$ cat config.mk
export PLATFORM = sky130hd
export DESIGN_NAME = iq_packet_deframer
export DESIGN_NICKNAME = d
export VERILOG_FILES = /design/src/design/iqpd_pkg.sv /design/src/design/iqpd_seq.sv /design/src/design/iqpd_frame.sv /design/src/design/iq_packet_deframer.sv
export SDC_FILE = /design/constraint.sdc
export NUM_CORES = 1
export LEC_CHECK = 0
export ABC_AREA = 1
export BUFFER_PORTS_ARGS = -buffer_cell sky130_fd_sc_hd__buf_2
export CAP_MARGIN = 20
export CORE_AREA = 3 3 157 159
export DETAILED_ROUTE_END_ITERATION = 8
export DIE_AREA = 0 0 160 162
export PLACE_DENSITY = 0.7
export SLEW_MARGIN = 40
export SYNTH_ARGS = -nofsm -noshare
export SYNTH_HDL_FRONTEND = slang
export SYNTH_SLANG_ARGS = --single-unit
$ cat constraint.sdc
create_clock -name i_clk -period 6.68 [get_ports i_clk]
set_input_delay 1.336 -clock i_clk [delete_from_list [all_inputs] [get_ports i_clk]]
set_output_delay 1.336 -clock i_clk [all_outputs]
set_load 0.05 [all_outputs]
$ cat src/design/iqpd_pkg.sv
package iqpd_pkg;

    localparam logic [15:0] LEN_24 = 16'd1444;
    localparam logic [15:0] LEN_16 = 16'd1028;

    localparam int POS_W = 11;
    localparam logic [POS_W-1:0] POS_LAST_24 = POS_W'(LEN_24 - 16'd1);
    localparam logic [POS_W-1:0] POS_LAST_16 = POS_W'(LEN_16 - 16'd1);
    localparam logic [POS_W-1:0] POS_SEQ_LO  = POS_W'(2);
    localparam logic [POS_W-1:0] POS_SEQ_HI  = POS_W'(3);
    localparam logic [POS_W-1:0] HDR_BYTES   = POS_W'(4);

    localparam int PHASE_W = 3;
    localparam logic [PHASE_W-1:0] PHASE_LAST_24 = PHASE_W'(5);
    localparam logic [PHASE_W-1:0] PHASE_LAST_16 = PHASE_W'(3);

    typedef enum logic [1:0] {
        MODE_IGNORE = 2'd0,
        MODE_24     = 2'd1,
        MODE_16     = 2'd2
    } t_mode;

    typedef struct packed {
        logic [7:0]  data_byte;
        logic        start_of_packet;
        logic [15:0] packet_length;
    } t_in_req;

    typedef struct packed {
        logic signed [23:0] i_sample;
        logic signed [23:0] q_sample;
        logic               last_in_packet;
        logic signed [31:0] missed_total;
    } t_out_req;

    typedef struct packed {
        logic        valid;
        logic [15:0] seq;
    } t_seq_chk;

    typedef struct packed {
        logic               emit;
        logic signed [23:0] i_sample;
        logic signed [23:0] q_sample;
        logic               last_in_packet;
    } t_pair;

endpackage

$ cat src/design/iqpd_seq.sv
module iqpd_seq (
    input  logic                i_clk,
    input  logic                i_rst_n,
    input  iqpd_pkg::t_seq_chk  i_chk,
    output logic signed [31:0]  o_missed
);

    logic [15:0] r_expected;
    logic [15:0] n_expected;
    logic [31:0] r_missed;
    logic [31:0] n_missed;
    logic [15:0] seq_inc;
    logic [31:0] gap;

    always_comb begin
        seq_inc    = i_chk.seq + 16'd1;
        gap        = {{16{i_chk.seq[15]}}, i_chk.seq} - {{16{r_expected[15]}}, r_expected};
        n_expected = r_expected;
        n_missed   = r_missed;
        if (i_chk.valid) begin
            // zero restarts the check, expected skips zero
            if ((i_chk.seq != 16'd0) && (i_chk.seq != r_expected)) begin
                n_missed = r_missed + gap;
            end
            n_expected = (seq_inc == 16'd0) ? 16'd1 : seq_inc;
        end
    end

    always_ff @(posedge i_clk) begin
        if (!i_rst_n) begin
            r_expected <= 16'd0;
            r_missed   <= 32'd0;
        end else begin
            r_expected <= n_expected;
            r_missed   <= n_missed;
        end
    end

    assign o_missed = signed'(r_missed);

    assert property (@(posedge i_clk) disable iff (!i_rst_n)
        $past(i_chk.valid) |-> (r_expected != 16'd0))
        else $error("expected sequence zero after a check");

endmodule

$ cat src/design/iqpd_frame.sv
module iqpd_frame (
    input  logic                i_clk,
    input  logic                i_rst_n,
    input  logic                i_step,
    input  iqpd_pkg::t_in_req   i_req,
    output iqpd_pkg::t_seq_chk  o_chk,
    output iqpd_pkg::t_pair     o_pair
);

    localparam int PW = iqpd_pkg::POS_W;
    localparam int KW = iqpd_pkg::PHASE_W;

    iqpd_pkg::t_mode r_mode;
    iqpd_pkg::t_mode n_mode;
    logic [PW-1:0]   r_pos;
    logic [PW-1:0]   n_pos;
    logic [KW-1:0]   r_phase;
    logic [KW-1:0]   n_phase;
    logic [39:0]     r_held;
    logic [39:0]     n_held;
    logic [7:0]      r_seq_lo;
    logic [7:0]      n_seq_lo;

    iqpd_pkg::t_mode mode_eff;
    logic [PW-1:0]   pos_eff;
    logic [KW-1:0]   phase_eff;
    logic [39:0]     held_eff;
    logic            active;
    logic            is24;
    logic            is_last;
    logic            in_hdr;
    logic [KW-1:0]   phase_last;

    // state seen by this byte, after any start of packet
    always_comb begin
        if (i_req.start_of_packet) begin
            pos_eff   = '0;
            phase_eff = '0;
            held_eff  = '0;
            if (i_req.packet_length == iqpd_pkg::LEN_24) begin
                mode_eff = iqpd_pkg::MODE_24;
            end else if (i_req.packet_length == iqpd_pkg::LEN_16) begin
                mode_eff = iqpd_pkg::MODE_16;
            end else begin
                mode_eff = iqpd_pkg::MODE_IGNORE;
            end
        end else begin
            pos_eff   = r_pos;
            phase_eff = r_phase;
            held_eff  = r_held;
            mode_eff  = r_mode;
        end
        active     = (mode_eff != iqpd_pkg::MODE_IGNORE);
        is24       = (mode_eff == iqpd_pkg::MODE_24);
        is_last    = (pos_eff == (is24 ? iqpd_pkg::POS_LAST_24 : iqpd_pkg::POS_LAST_16));
        in_hdr     = (pos_eff < iqpd_pkg::HDR_BYTES);
        phase_last = is24 ? iqpd_pkg::PHASE_LAST_24 : iqpd_pkg::PHASE_LAST_16;
    end

    // next state
    always_comb begin
        n_mode   = mode_eff;
        n_pos    = pos_eff;
        n_phase  = phase_eff;
        n_held   = held_eff;
        n_seq_lo = r_seq_lo;
        if (active) begin
            if (is_last) begin
                n_mode = iqpd_pkg::MODE_IGNORE;
            end else begin
                n_pos = pos_eff + PW'(1);
            end
            if (in_hdr) begin
                if (pos_eff == iqpd_pkg::POS_SEQ_LO) begin
                    n_seq_lo = i_req.data_byte;
                end
            end else begin
                n_held  = {held_eff[31:0], i_req.data_byte};
                n_phase = (phase_eff == phase_last) ? '0 : phase_eff + KW'(1);
            end
        end
    end

    // outputs
    always_comb begin
        o_chk.valid = active && (pos_eff == iqpd_pkg::POS_SEQ_HI);
        o_chk.seq   = {i_req.data_byte, r_seq_lo};
        o_pair.emit = active && !in_hdr && (phase_eff == phase_last);
        o_pair.last_in_packet = is_last;
        if (is24) begin
            o_pair.i_sample = signed'({held_eff[23:16], held_eff[31:24], held_eff[39:32]});
            o_pair.q_sample = signed'({i_req.data_byte, held_eff[7:0], held_eff[15:8]});
        end else begin
            o_pair.i_sample = signed'({held_eff[15:8], held_eff[23:16], 8'h00});
            o_pair.q_sample = signed'({i_req.data_byte, held_eff[7:0], 8'h00});
        end
    end

    always_ff @(posedge i_clk) begin
        if (!i_rst_n) begin
            r_mode   <= iqpd_pkg::MODE_IGNORE;
            r_pos    <= '0;
            r_phase  <= '0;
            r_held   <= '0;
            r_seq_lo <= '0;
        end else if (i_step) begin
            r_mode   <= n_mode;
            r_pos    <= n_pos;
            r_phase  <= n_phase;
            r_held   <= n_held;
            r_seq_lo <= n_seq_lo;
        end
    end

    assert property (@(posedge i_clk) disable iff (!i_rst_n)
        (r_mode == iqpd_pkg::MODE_24) |-> (r_phase <= iqpd_pkg::PHASE_LAST_24))
        else $error("pair phase out of range in 24-bit mode");

    assert property (@(posedge i_clk) disable iff (!i_rst_n)
        (r_mode == iqpd_pkg::MODE_16) |-> (r_phase <= iqpd_pkg::PHASE_LAST_16))
        else $error("pair phase out of range in 16-bit mode");

    assert property (@(posedge i_clk) disable iff (!i_rst_n)
        (r_mode == iqpd_pkg::MODE_16) |-> (r_pos <= iqpd_pkg::POS_LAST_16))
        else $error("byte position beyond 16-bit packet");

endmodule

$ cat src/design/iq_packet_deframer.sv
// iq packet deframer
// input channel: one packet byte per request with start flag and packet length;
//   length 1444 selects 24-bit pairs, 1028 selects 16-bit pairs, others dropped
// output channel: one request per completed i/q pair, 8 fractional bits,
//   with last-in-packet flag and the running missed-packet total
// path: an accepted byte passes the input register, one pass of logic and the
//   result register; the byte that completes a pair carries it to the output
// throughput: one byte per cycle while the result receiver does not stall
// reset: synchronous, active low; clears byte position, format, sequence
//   state and missed total, both stages empty
// receiver stall: the result register holds; the input register takes one
//   more byte, then o_in_ready drops until the result is taken
module iq_packet_deframer (
    input  logic               i_clk,
    input  logic               i_rst_n,
    input  logic               i_in_valid,
    output logic               o_in_ready,
    input  iqpd_pkg::t_in_req  i_in_req,
    output logic               o_out_valid,
    input  logic               i_out_ready,
    output iqpd_pkg::t_out_req o_out_req
);

    logic               r_in_valid;
    iqpd_pkg::t_in_req  r_in;
    logic               r_out_valid;
    iqpd_pkg::t_out_req r_out;

    logic               step;
    iqpd_pkg::t_seq_chk chk;
    iqpd_pkg::t_seq_chk seq_chk;
    iqpd_pkg::t_pair    pair;
    logic signed [31:0] missed;

    assign step       = r_in_valid && (!r_out_valid || i_out_ready);
    assign o_in_ready = !r_in_valid || step;

    assign seq_chk.valid = chk.valid && step;
    assign seq_chk.seq   = chk.seq;

    iqpd_frame u_frame (
        .i_clk   (i_clk),
        .i_rst_n (i_rst_n),
        .i_step  (step),
        .i_req   (r_in),
        .o_chk   (chk),
        .o_pair  (pair)
    );

    iqpd_seq u_seq (
        .i_clk    (i_clk),
        .i_rst_n  (i_rst_n),
        .i_chk    (seq_chk),
        .o_missed (missed)
    );

    always_ff @(posedge i_clk) begin
        if (!i_rst_n) begin
            r_in_valid <= 1'b0;
        end else if (o_in_ready) begin
            r_in_valid <= i_in_valid;
        end
    end

    always_ff @(posedge i_clk) begin
        if (o_in_ready && i_in_valid) begin
            r_in <= i_in_req;
        end
    end

    always_ff @(posedge i_clk) begin
        if (!i_rst_n) begin
            r_out_valid <= 1'b0;
        end else if (step) begin
            r_out_valid <= pair.emit;
        end else if (i_out_ready) begin
            r_out_valid <= 1'b0;
        end
    end

    always_ff @(posedge i_clk) begin
        if (step && pair.emit) begin
            r_out.i_sample       <= pair.i_sample;
            r_out.q_sample       <= pair.q_sample;
            r_out.last_in_packet <= pair.last_in_packet;
            r_out.missed_total   <= missed;
        end
    end

    assign o_out_valid = r_out_valid;
    assign o_out_req   = r_out;

    assert property (@(posedge i_clk) disable iff (!i_rst_n)
        !o_in_ready |-> (r_in_valid && r_out_valid && !i_out_ready))
        else $error("input stalled without a blocked result");

    assert property (@(posedge i_clk) disable iff (!i_rst_n)
        (step && pair.emit) |=> o_out_valid)
        else $error("emitted pair did not reach the output");

endmodule

Word level (Yosys, flattened, before mapping) --
Cells that the tools add are included. Widths: inputs -> output; s select.
Storage, ports and cells: flip-flop bits (word level) 220
Operators by class: $lt $le $gt $ge 1, muxes and demuxes 21, eq/ne operators 8, reduce and logical (&&, ||, !) cells 19, $add $sub $neg 5
Operators with widths (count):
- $mux 40 | 3
- $mux 48 | 1
- $mux 11 | 3
- $add 32x32->32 | 1
- $eq 16x11->1 const B | 2
- $eq 11x2->1 const B | 2
- $sub 16x16->17 | 1
- $add 16x1->16 const B | 1
- $logic_not 16->1 | 1
- $mux 16 | 1
- $ne 16x16->1 | 1
- $reduce_bool 16->1 | 1
- $mux 3 | 5
- $add 11x1->11 const B | 1
- $eq 11x11->1 | 1
- $lt 11x3->1 const B | 1
- $mux 2 | 5
- $mux 9 | 1
- $logic_and 1x1->1 | 8
- $reduce_and 4->1 | 1
- $reduce_bool 2->1 | 2
- $add 3x1->3 const B | 1
- $eq 3x3->1 | 1
- $logic_not 1->1 | 3
- 4 further kinds | 6

Logic depth before layout (Yosys ltp) --
Gate-level depths: netlist of run 1.
depth after elaboration 10, depth in mapped cells 26, gate-level depth less buffers 26

Hierarchy --
A second synthesis of run 1 with hierarchy kept.
Second synthesis, totals: cells, all modules 1680, area, all modules 12618.4 um2
Modules (own cells, without submodules):
- iqpd_seq | area an instance 5117.4 um2, seq. area each 960.9 um2, times used 1, cells each 861
- iqpd_frame | area an instance 4202.8 um2, seq. area each 1281.2 um2, times used 1, cells each 694
- iq_packet_deframer | area an instance 3298.2 um2, seq. area each 3223.1 um2, times used 1, cells each 125

Worst setup path before layout of run 1 --
No wires, ideal clock.
kind input to register, from in i_out_ready, to reg r_out, in the netlist o_out_req[0], enable pin, library setup time 0.435 ns, cell stages on the path 7, arrival time 3.620 ns, required time 6.245 ns, slack 2.626 ns, cells stage by stage inv_1 nand2_1 nand2_1 clkbuf_1 nor2_1 nand2_1 inv_1
Between the ends: longest elaborated chain between the ends 3
Ends and longest elaborated chain:
- start: declaration | RTL line iq_packet_deframer.sv:20 | input logic i_out_ready,
- $logic_or 1x1->1 | RTL line iq_packet_deframer.sv:35 | assign step = r_in_valid && (!r_out_valid || i_out_ready);
- $logic_and 1x1->1 | RTL line iq_packet_deframer.sv:35
- $logic_and 1x1->1 | RTL line iq_packet_deframer.sv:82 | if (step && pair.emit) begin
- end: declaration | RTL line iq_packet_deframer.sv:27 | iqpd_pkg::t_out_req r_out;
Every way passes these cells. A chain may end at the register's enable or synchronous reset.

Worst setup path after layout of run 1 --
from reg u_frame.r_seq_lo[0], to reg u_seq.r_missed[28] (netlist: u_seq.o_missed[28])
Between the ends: longest elaborated chain between the ends 3, elaborated cells on any way between the ends 6, classes of those cells add/sub: 2; eq/ne: 1; reduce/logical: 3
Ends and longest elaborated chain:
- start: declaration | RTL line iqpd_frame.sv:21 | logic [7:0] r_seq_lo;
- start signal: assignment | RTL line iqpd_frame.sv:111 | r_seq_lo <= n_seq_lo;
- parallel branches: the longest is 3 deep, another holds $add 32x32->32
- end signal: assignment | RTL line iqpd_seq.sv:35 | r_missed <= n_missed;
- end: declaration | RTL line iqpd_seq.sv:10 | logic [31:0] r_missed;
Parallel ways; which one is timed is not known.

==> insert_results.sql, run 1 <==
INSERT INTO impl_metrics (metric_group, metric, value, unit) VALUES
('logic_synthesis', 'postSynthNetCount', '1576', ''),
('grt', 'number_of_antenna_violations_at_the_first_check_in_global_routing', '0', ''),
('clocking', 'insertion_delay', '530', 'ps'),
('floorplan', 'core', '0.02340', 'mm^2'),
('logic_synthesis', 'synth_top_area_share', '26.70', '%'),
('grt', 'gr-total-overflow', '0', ''),
('route', 'drc', '0', ''),
('placed_design', 'gp_routability_congestion', '0.9679', ''),
('floorplan', 'row_count', '56', ''),
('logic_synthesis', 'ys_dominant_reg_cell', 'sky130_fd_sc_hd__dfxtp_1', ''),
('clocking', 'number_of_buffers_inserted_by_hold_repair_at_cts', '0', ''),
('sta', 'timing.final.crit_share', '64.60', '%'),
('floorplan', 'die_x', '160', 'um'),
('critical_path', 'cpMaxStageDelayCell', 'sky130_fd_sc_hd__ha_1', ''),
('sta', 'maxSlewViolCount', '0', ''),
('route', 'via_per_inst', '5.189', ''),
('sta', 'tns', '0', 'ps'),
('route', 'wl', '27730', 'um'),
('cells_and_area', 'ratio_of_cells_with_drive_above_1_in_the_final_layout', '12.69', '%'),
('sta', 'setup_repair_after_global_routing_missed_its_margin', 'no', ''),
('logic_synthesis', 'yosys_register_bits', '220', ''),
('logic_synthesis', 'asyncSetResetFlopFracSynth', '0', '%'),
('grt', 'global_route_usage_over_all_layers', '20.92', '%'),
('sta', 'timing.final.setup_violations', '0', ''),
('logic_synthesis', 'synth_area_leaders', 'sky130_fd_sc_hd__edfxtp_1 (27%), sky130_fd_sc_hd__dfxtp_1 (19%), sky130_fd_sc_hd__a21oi_1 (7.8%)', ''),
('logic_synthesis', 'synth-edff-count', '106', ''),
('run_status', 'outcome', 'finished, final reports clean', ''),
('sta', 'finClkSkew', '24.93', 'ps'),
('critical_path', 'end_kind', 'flop', ''),
('route', 'first_pass_iters', '5', ''),
('cells_and_area', 'layout-area-overhead-vs-synth', '13.84', '%'),
('sta', 'final_period_minus_worst_setup_slack', '4315', 'ps'),
('route', 'dr_total_vias', '9958', ''),
('critical_path', 'timing.critical_path.mode_cell', 'sky130_fd_sc_hd__nand2_1', ''),
('worst_hold_path', 'worst_hold_path_type', 'reg -> reg', ''),
('floorplan', 'design.die.area', '0.02592', 'mm^2'),
('logic_synthesis', 'yosys_warnings', '0', ''),
('clocking', 'cts.sink_count', '220', ''),
('clocking', 'tritoncts.num_buffers', '24', ''),
('logic_synthesis', 'syn_area', '0.01192', 'mm^2'),
('run', 'max_cap_viol_count', '0', ''),
('power', 'p_per_area', '233.0', 'mW/mm^2'),
('cells_and_area', 'layout_commonest_cell', 'sky130_fd_sc_hd__inv_1', ''),
('floorplan', 'die_height', '162', 'um'),
('route', 'drt-wirelength-per-cell', '14.45', 'um'),
('clocking', 'h-tree-depth', '1', ''),
('critical_path', 'worstPathCellList', 'inv_1, ha_1, fa_1, o21ai_0, nand2_1, nand2_1, nand2_1, nand2_1, nand2_1, nand2_1, inv_1, ha_1, nand2_1, nor2_1, inv_1, nor2_1, nand4_1, nand3_1, a21oi_1, or2_2, a21oi_1', ''),
('logic_synthesis', 'yosysUniqueCellTypes', '44', ''),
('clocking', 'cts_root_buf', 'sky130_fd_sc_hd__clkbuf_16', ''),
('power', 'p_leak', '5.697', 'nW'),
('cells_and_area', 'fin_util', '57.99', '%'),
('critical_path', 'critical_path_peak_fanout', '18', ''),
('cells_and_area', 'nFillCells', '2227', ''),
('route', 'initialDrtViolationCount', '768', ''),
('clocking', 'tritoncts', 'done', ''),
('cells_and_area', 'nNetsFinal', '1666', ''),
('clocking', 'cts_max_path_buffers', '3', ''),
('critical_path', 'setup.worst_path.class', 'reg -> reg', ''),
('logic_synthesis', 'synth-seq-area-share', '45.84', '%'),
('cells_and_area', 'layout.cells.most_common_list', 'sky130_fd_sc_hd__inv_1 (222), sky130_fd_sc_hd__nand2_1 (187), sky130_fd_sc_hd__a21oi_1 (185), sky130_fd_sc_hd__nor2_1 (179), sky130_fd_sc_hd__dfxtp_1 (114)', ''),
('grt', 'maximum_number_of_pins_on_one_net_before_global_route_repair', '81', ''),
('logic_synthesis', 'postSynthCellCount', '1492', ''),
('logic_synthesis', 'cell_taking_the_most_area_after_synthesis', 'sky130_fd_sc_hd__edfxtp_1', ''),
('critical_path', 'critical_path.max_stage_delay', '490', 'ps'),
('floorplan', 'start_util', '50.94', '%'),
('grt', 'grt_pass1_vias', '9127', ''),
('critical_path', 'crit_arrival', '4780', 'ps'),
('sta', 'max_clock_freq', '231.8', 'MHz'),
('cells_and_area', 'antenna_cells', '0', ''),
('logic_synthesis', 'post_synth.cell_area_avg', '7.990', 'um^2'),
('critical_path', 'startpoint_type', 'flop', '');
## through the flow
stage / cell area, um^2 / hold WS (ps) / worst slack (ps) / instances / power (mW)
after detailed placement: 12680 / 453.3 / 2450 / 1875 / 1.730
after CTS: 13570 / 467.3 / 2455 / 1919 / 3.192
after global routing: 13570 / 478.1 / 1985 / 1919 / 3.283
final: 13570 / 464.4 / 2365 / 1919 / 3.162
after floorplan: 11920 / 431.0 / 2626 / 1492 / 1.664
after global placement: 12670 / 449.1 / 2473 / 1875 / 1.727
## power by group
| part | switching [mW] | leakage, nW | internal (mW) | total, mW |
|---|---|---|---|---|
| clock network | 0.558 | 0.434 | 0.899 | 1.46 |
| registers | 0.0184 | 1.79 | 1.43 | 1.45 |
| logic | 0.174 | 3.47 | 0.0795 | 0.254 |
| total | 0.751 | 5.70 | 2.41 | 3.16 |
## registers in the layout (all words and copies together), names as in the netlist
signal            cells
o_out_req            81
u_frame.r_held       40
u_seq.o_missed       32
r_in                 25
u_seq.r_expected     16
u_frame.r_pos        11
u_frame.r_seq_lo      8
u_frame.r_phase       3
u_frame.r_mode        2
o_out_valid           1
r_in_valid            1
## cell usage after synthesis (all sizes together), types with 23 or more instances
cell type and count:
o21ai 141, clkbuf 31, edfxtp 106, nand3 55, xor2 29, nor2 183
ha 53, buf 23, inv 232, nor3 30, dfxtp 114, nand2 191
a21oi 200
## critical path, delay by kind of cell (launching register included)
kind,cells,cell delay (ps)
compound gates,3,650
buf+inv,3,460
flops,1,380
fa+ha+maj,3,1110
simple gates,12,1660
## kinds of logic (layout without fill, tap and decap cells)
logic type / after synthesis / count (layout) / synth area share, %
AOI/OAI and AO/OA: 389 / 389 / 17.65
xor gates and xnor gates: 48 / 48 / 3.526
and+or+nand+nor: 494 / 494 / 17.58
DFF: 220 / 220 / 45.84
adders and majority gates: 55 / 55 / 5.898
buffers and inverters: 286 / 394 / 9.498
## area by class of cell
cell class | instances | area [um^2] | share of cell area [%]
clock buffer | 31 | 698.2 | 5.144
clock inverter | 13 | 196.4 | 1.447
inverter | 232 | 874.6 | 6.444
multi-input combinational | 986 | 5326 | 39.25
sequential | 220 | 5465 | 40.27
tap | 319 | 399.1 | 2.941
timing repair buffer | 118 | 611.8 | 4.508
## final timing paths
kind              depth (start not counted)  slack [ps]                  to           startpoint
setup / recovery                         21        2370  u_seq.o_missed[28]  u_frame.r_seq_lo[0]
hold / removal                            2         460   u_frame.r_held[2]    u_frame.r_held[2]
setup reg to reg                         21        2370  u_seq.o_missed[28]  u_frame.r_seq_lo[0]
hold reg to reg                           2         460   u_frame.r_held[2]    u_frame.r_held[2]
## routing by layer
metal | up-vias | global-route usage [%] | wire [um]
li1 | 5152 | - | -
met1 | 4482 | 30.07 | 13300
met2 | 288 | 33.82 | 12270
met3 | 36 | 2.831 | 1641
met4 | 0 | 4.852 | 518
met5 | - | 0 | 0
Power figures use the tool's default switching activity.
==> run 2, diff against run 1 <==
PLACE_DENSITY = 0.72   (was 0.7)
clock period = 3.7 ns   (was 6.68 ns; I/O delays follow)
==> insert_results.sql, run 2 (synthesized netlist as in run 1, its figures left out) <==
INSERT INTO impl_metrics (metric_group, metric, value, unit) VALUES
('sta', 'maxSlewViolCount', '0', ''),
('floorplan', 'die_x', '160', 'um'),
('route', 'first_pass_iters', '5', ''),
('clocking', 'cts_max_path_buffers', '3', ''),
('cells_and_area', 'layout.cells.most_common_list', 'sky130_fd_sc_hd__inv_1 (222), sky130_fd_sc_hd__nand2_1 (178), sky130_fd_sc_hd__a21oi_1 (174), sky130_fd_sc_hd__nor2_1 (172)', ''),
('sta', 'slew_headroom', '52.13', '%'),
('cells_and_area', 'area_taken_by_multi_input_logic_gates', '0.005685', 'mm^2'),
('sta', 'timing.final.crit_share', '95.11', '%'),
('sta', 'setup_repair_after_global_routing_missed_its_margin', 'yes', ''),
('cells_and_area', 'ratio_of_cells_with_drive_above_1_in_the_final_layout', '19.40', '%'),
('run_status', 'outcome', 'finished, final reports clean', ''),
('cells_and_area', 'sequential_cell_area', '0.005469', 'mm^2'),
('route', 'dr_total_vias', '10530', ''),
('worst_hold_path', 'hp-start', 'i_in_req[15]', ''),
('critical_path', 'startpoint_type', 'flop', ''),
('sta', 'fin_ws', '181.0', 'ps'),
('placed_design', 'dpl_worst_slack', '-250.5', 'ps'),
('cells_and_area', 'postLayoutCellArea', '0.01436', 'mm^2'),
('placed_design', 'port_buffers', '111', ''),
('placed_design', 'place_hpwl', '21000', 'um'),
('clocking', 'number_of_buffers_inserted_by_hold_repair_at_cts', '0', ''),
('critical_path', 'worst_ep_required_time', '4150', 'ps'),
('clocking', 'cts.reportedPaths.clkPinSlew', '60', 'ps'),
('cells_and_area', 'fin_util', '61.36', '%'),
('critical_path', 'ff2ff_path_depth', '18', ''),
('clocking', 'tritoncts.num_buffers', '24', ''),
('grt', 'maximum_number_of_pins_on_one_net_before_global_route_repair', '78', ''),
('route', 'drt-wirelength-per-cell', '14.91', 'um'),
('critical_path', 'timing.rr.start', 'r_in[20]', ''),
('clocking', 'cts.sink_count', '220', ''),
('grt', 'grt_pass1_vias', '9497', ''),
('cells_and_area', 'final_cell_count_no_fill', '1984', ''),
('grt', 'gr-total-overflow', '0', ''),
('sta', 'max_clock_freq', '284.2', 'MHz'),
('sta', 'slew_worst_pin', '718.0', 'ps'),
('route', 'antenna_violating_nets_post_route', '0', ''),
('route', 'initialDrtViolationCount', '662', ''),
('sta', 'tns', '0', 'ps'),
('grt', 'number_of_antenna_violations_at_the_first_check_in_global_routing', '0', ''),
('critical_path', 'setup.reg_to_reg.worst_slack', '180', 'ps'),
('worst_hold_path', 'min_delay_worst_endpoint', 'r_in[15]', ''),
('clocking', 'insertion_delay', '520', 'ps'),
('sta', 'timing_hold_violations_final', '0', ''),
('cells_and_area', 'layout_commonest_cell', 'sky130_fd_sc_hd__inv_1', ''),
('power', 'p_per_area', '390.3', 'mW/mm^2'),
('placed_design', 'placed_cells_incl_taps', '1930', ''),
('clocking', 'h-tree-depth', '1', ''),
('cells_and_area', 'layout-area-overhead-vs-synth', '20.46', '%'),
('clocking', 'tritoncts', 'done', ''),
('cells_and_area', 'antenna_cells', '0', ''),
('floorplan', 'top_level_ports', '112', ''),
('critical_path', 'critical_path_peak_fanout', '6', ''),
('placed_design', 'placement.cell_area', '0.01311', 'mm^2'),
('floorplan', 'die_height', '162', 'um'),
('cells_and_area', 'nFillCells', '2081', ''),
('route', 'wl', '29590', 'um'),
('power', 'p_leak', '6.003', 'nW'),
('floorplan', 'row_count', '56', ''),
('worst_hold_path', 'worst_hold_path_type', 'in -> reg', ''),
('critical_path', 'crit_arrival', '3970', 'ps'),
('floorplan', 'start_util', '50.94', '%'),
('sta', 'final_period_minus_worst_setup_slack', '3519', 'ps'),
('route', 'via_per_inst', '5.308', ''),
('power', 'irDropWorstVdd', '349.4', 'uV'),
('cells_and_area', 'largest_reg_flops', '81', ''),
('sta', 'finClkSkew', '15.88', 'ps'),
('cells_and_area', 'nNetsFinal', '1731', ''),
('run', 'max_cap_viol_count', '0', ''),
('grt', 'global_route_wire_length_before_repair', '47120', 'um'),
('route', 'drc', '0', ''),
('floorplan', 'core', '0.02340', 'mm^2'),
('critical_path', 'end_kind', 'flop', ''),
('critical_path', 'setup.worst_path.class', 'reg -> reg', ''),
('placed_design', 'gp_routability_congestion', '0.9807', ''),
('sta', 'timing.final.setup_violations', '0', ''),
('worst_hold_path', 'holdPathStages', '1', ''),
('floorplan', 'design.die.area', '0.02592', 'mm^2'),
('clocking', 'cts_root_buf', 'sky130_fd_sc_hd__clkbuf_16', ''),
('grt', 'global_route_usage_over_all_layers', '21.82', '%'),
('critical_path', 'r2r_end', 'u_seq.o_missed[28]', '');
[run 2: changes by cell type in the layout (fill, tap and decap cells not counted), moves of 9 or more]
cell,change
sky130_fd_sc_hd__ha_1,-16
sky130_fd_sc_hd__ha_4,+15
sky130_fd_sc_hd__nand2_1,-9
sky130_fd_sc_hd__nand2_2,+9
sky130_fd_sc_hd__a21oi_2,+10
sky130_fd_sc_hd__buf_4,+62
sky130_fd_sc_hd__a21oi_1,-11
[run 2: area by class of cell]
cell class,instances,area share [%]
timing repair buffer,183,7.859
clock inverter,9,0.7493
clock buffer,35,4.818
sequential,220,38.08
tap,319,2.779
inverter,232,6.117
multi-input combinational,986,39.59
[run 2: per-layer routing]
| layer | global-route usage [%] | vias up | share of wire [%] |
|---|---|---|---|
| met5 | 0 | - | 0 |
| met4 | 6.312 | 0 | 2.5 |
| met3 | 2.958 | 61 | 6.5 |
| met2 | 35.49 | 348 | 45 |
| met1 | 30.67 | 4821 | 45 |
| li1 | - | 5302 | - |
[run 2: what timing repair did]
item | 4_1_cts | 5_1_grt
setup buffers | 0 | 10
pin swaps | 1 | 20
setup endpoints to repair | 14 | 18
resized for setup | 8 | 78
cloned | 0 | 0
[run 2: through the flow]
step           power [mW]  hold WS [ps]
5_1_grt             5.815         369.2
2_1_floorplan       3.005         431.0
6_report            5.605         391.9
3_3_place_gp        3.176         453.3
4_1_cts             5.572         367.6
3_5_place_dp        3.180         455.7
[run 2: where the power goes]
group / switching (mW) / total (mW) / internal [mW]
Combinational: 0.378 / 0.608 / 0.229
Sequential: 0.0226 / 2.61 / 2.59
Clock: 0.951 / 2.39 / 1.44
Total: 1.35 / 5.61 / 4.25
[run 2: critical path: stages, from the launching register on]
cell,delay [ps]
sky130_fd_sc_hd__edfxtp_1,450
sky130_fd_sc_hd__ha_1,410
sky130_fd_sc_hd__a21oi_2,190
sky130_fd_sc_hd__o21ai_0,110
sky130_fd_sc_hd__a21oi_1,210
sky130_fd_sc_hd__nand3_1,110
sky130_fd_sc_hd__nand2_2,120
sky130_fd_sc_hd__clkinvlp_4,170
sky130_fd_sc_hd__buf_6,190
sky130_fd_sc_hd__ha_4,310
sky130_fd_sc_hd__nand2_2,90
sky130_fd_sc_hd__nor2_2,140
sky130_fd_sc_hd__inv_1,60
sky130_fd_sc_hd__nor2_2,120
sky130_fd_sc_hd__nand4_1,110
sky130_fd_sc_hd__nand3_2,150
sky130_fd_sc_hd__a21oi_1,90
sky130_fd_sc_hd__or2_2,290
sky130_fd_sc_hd__a21oi_2,130
[run 2: worst max-delay path by stage]
stage,from,to,cells past startpoint
after floorplan,u_frame.r_seq_lo[0],u_seq.o_missed[27],22
after global routing,u_seq.r_expected[6],u_seq.o_missed[19],21
after global placement,u_frame.r_seq_lo[2],u_seq.o_missed[30],18
after CTS,u_frame.r_seq_lo[0],u_seq.o_missed[28],21
final,r_in[20],u_seq.o_missed[28],18
after detailed placement,u_frame.r_seq_lo[2],u_seq.o_missed[30],18
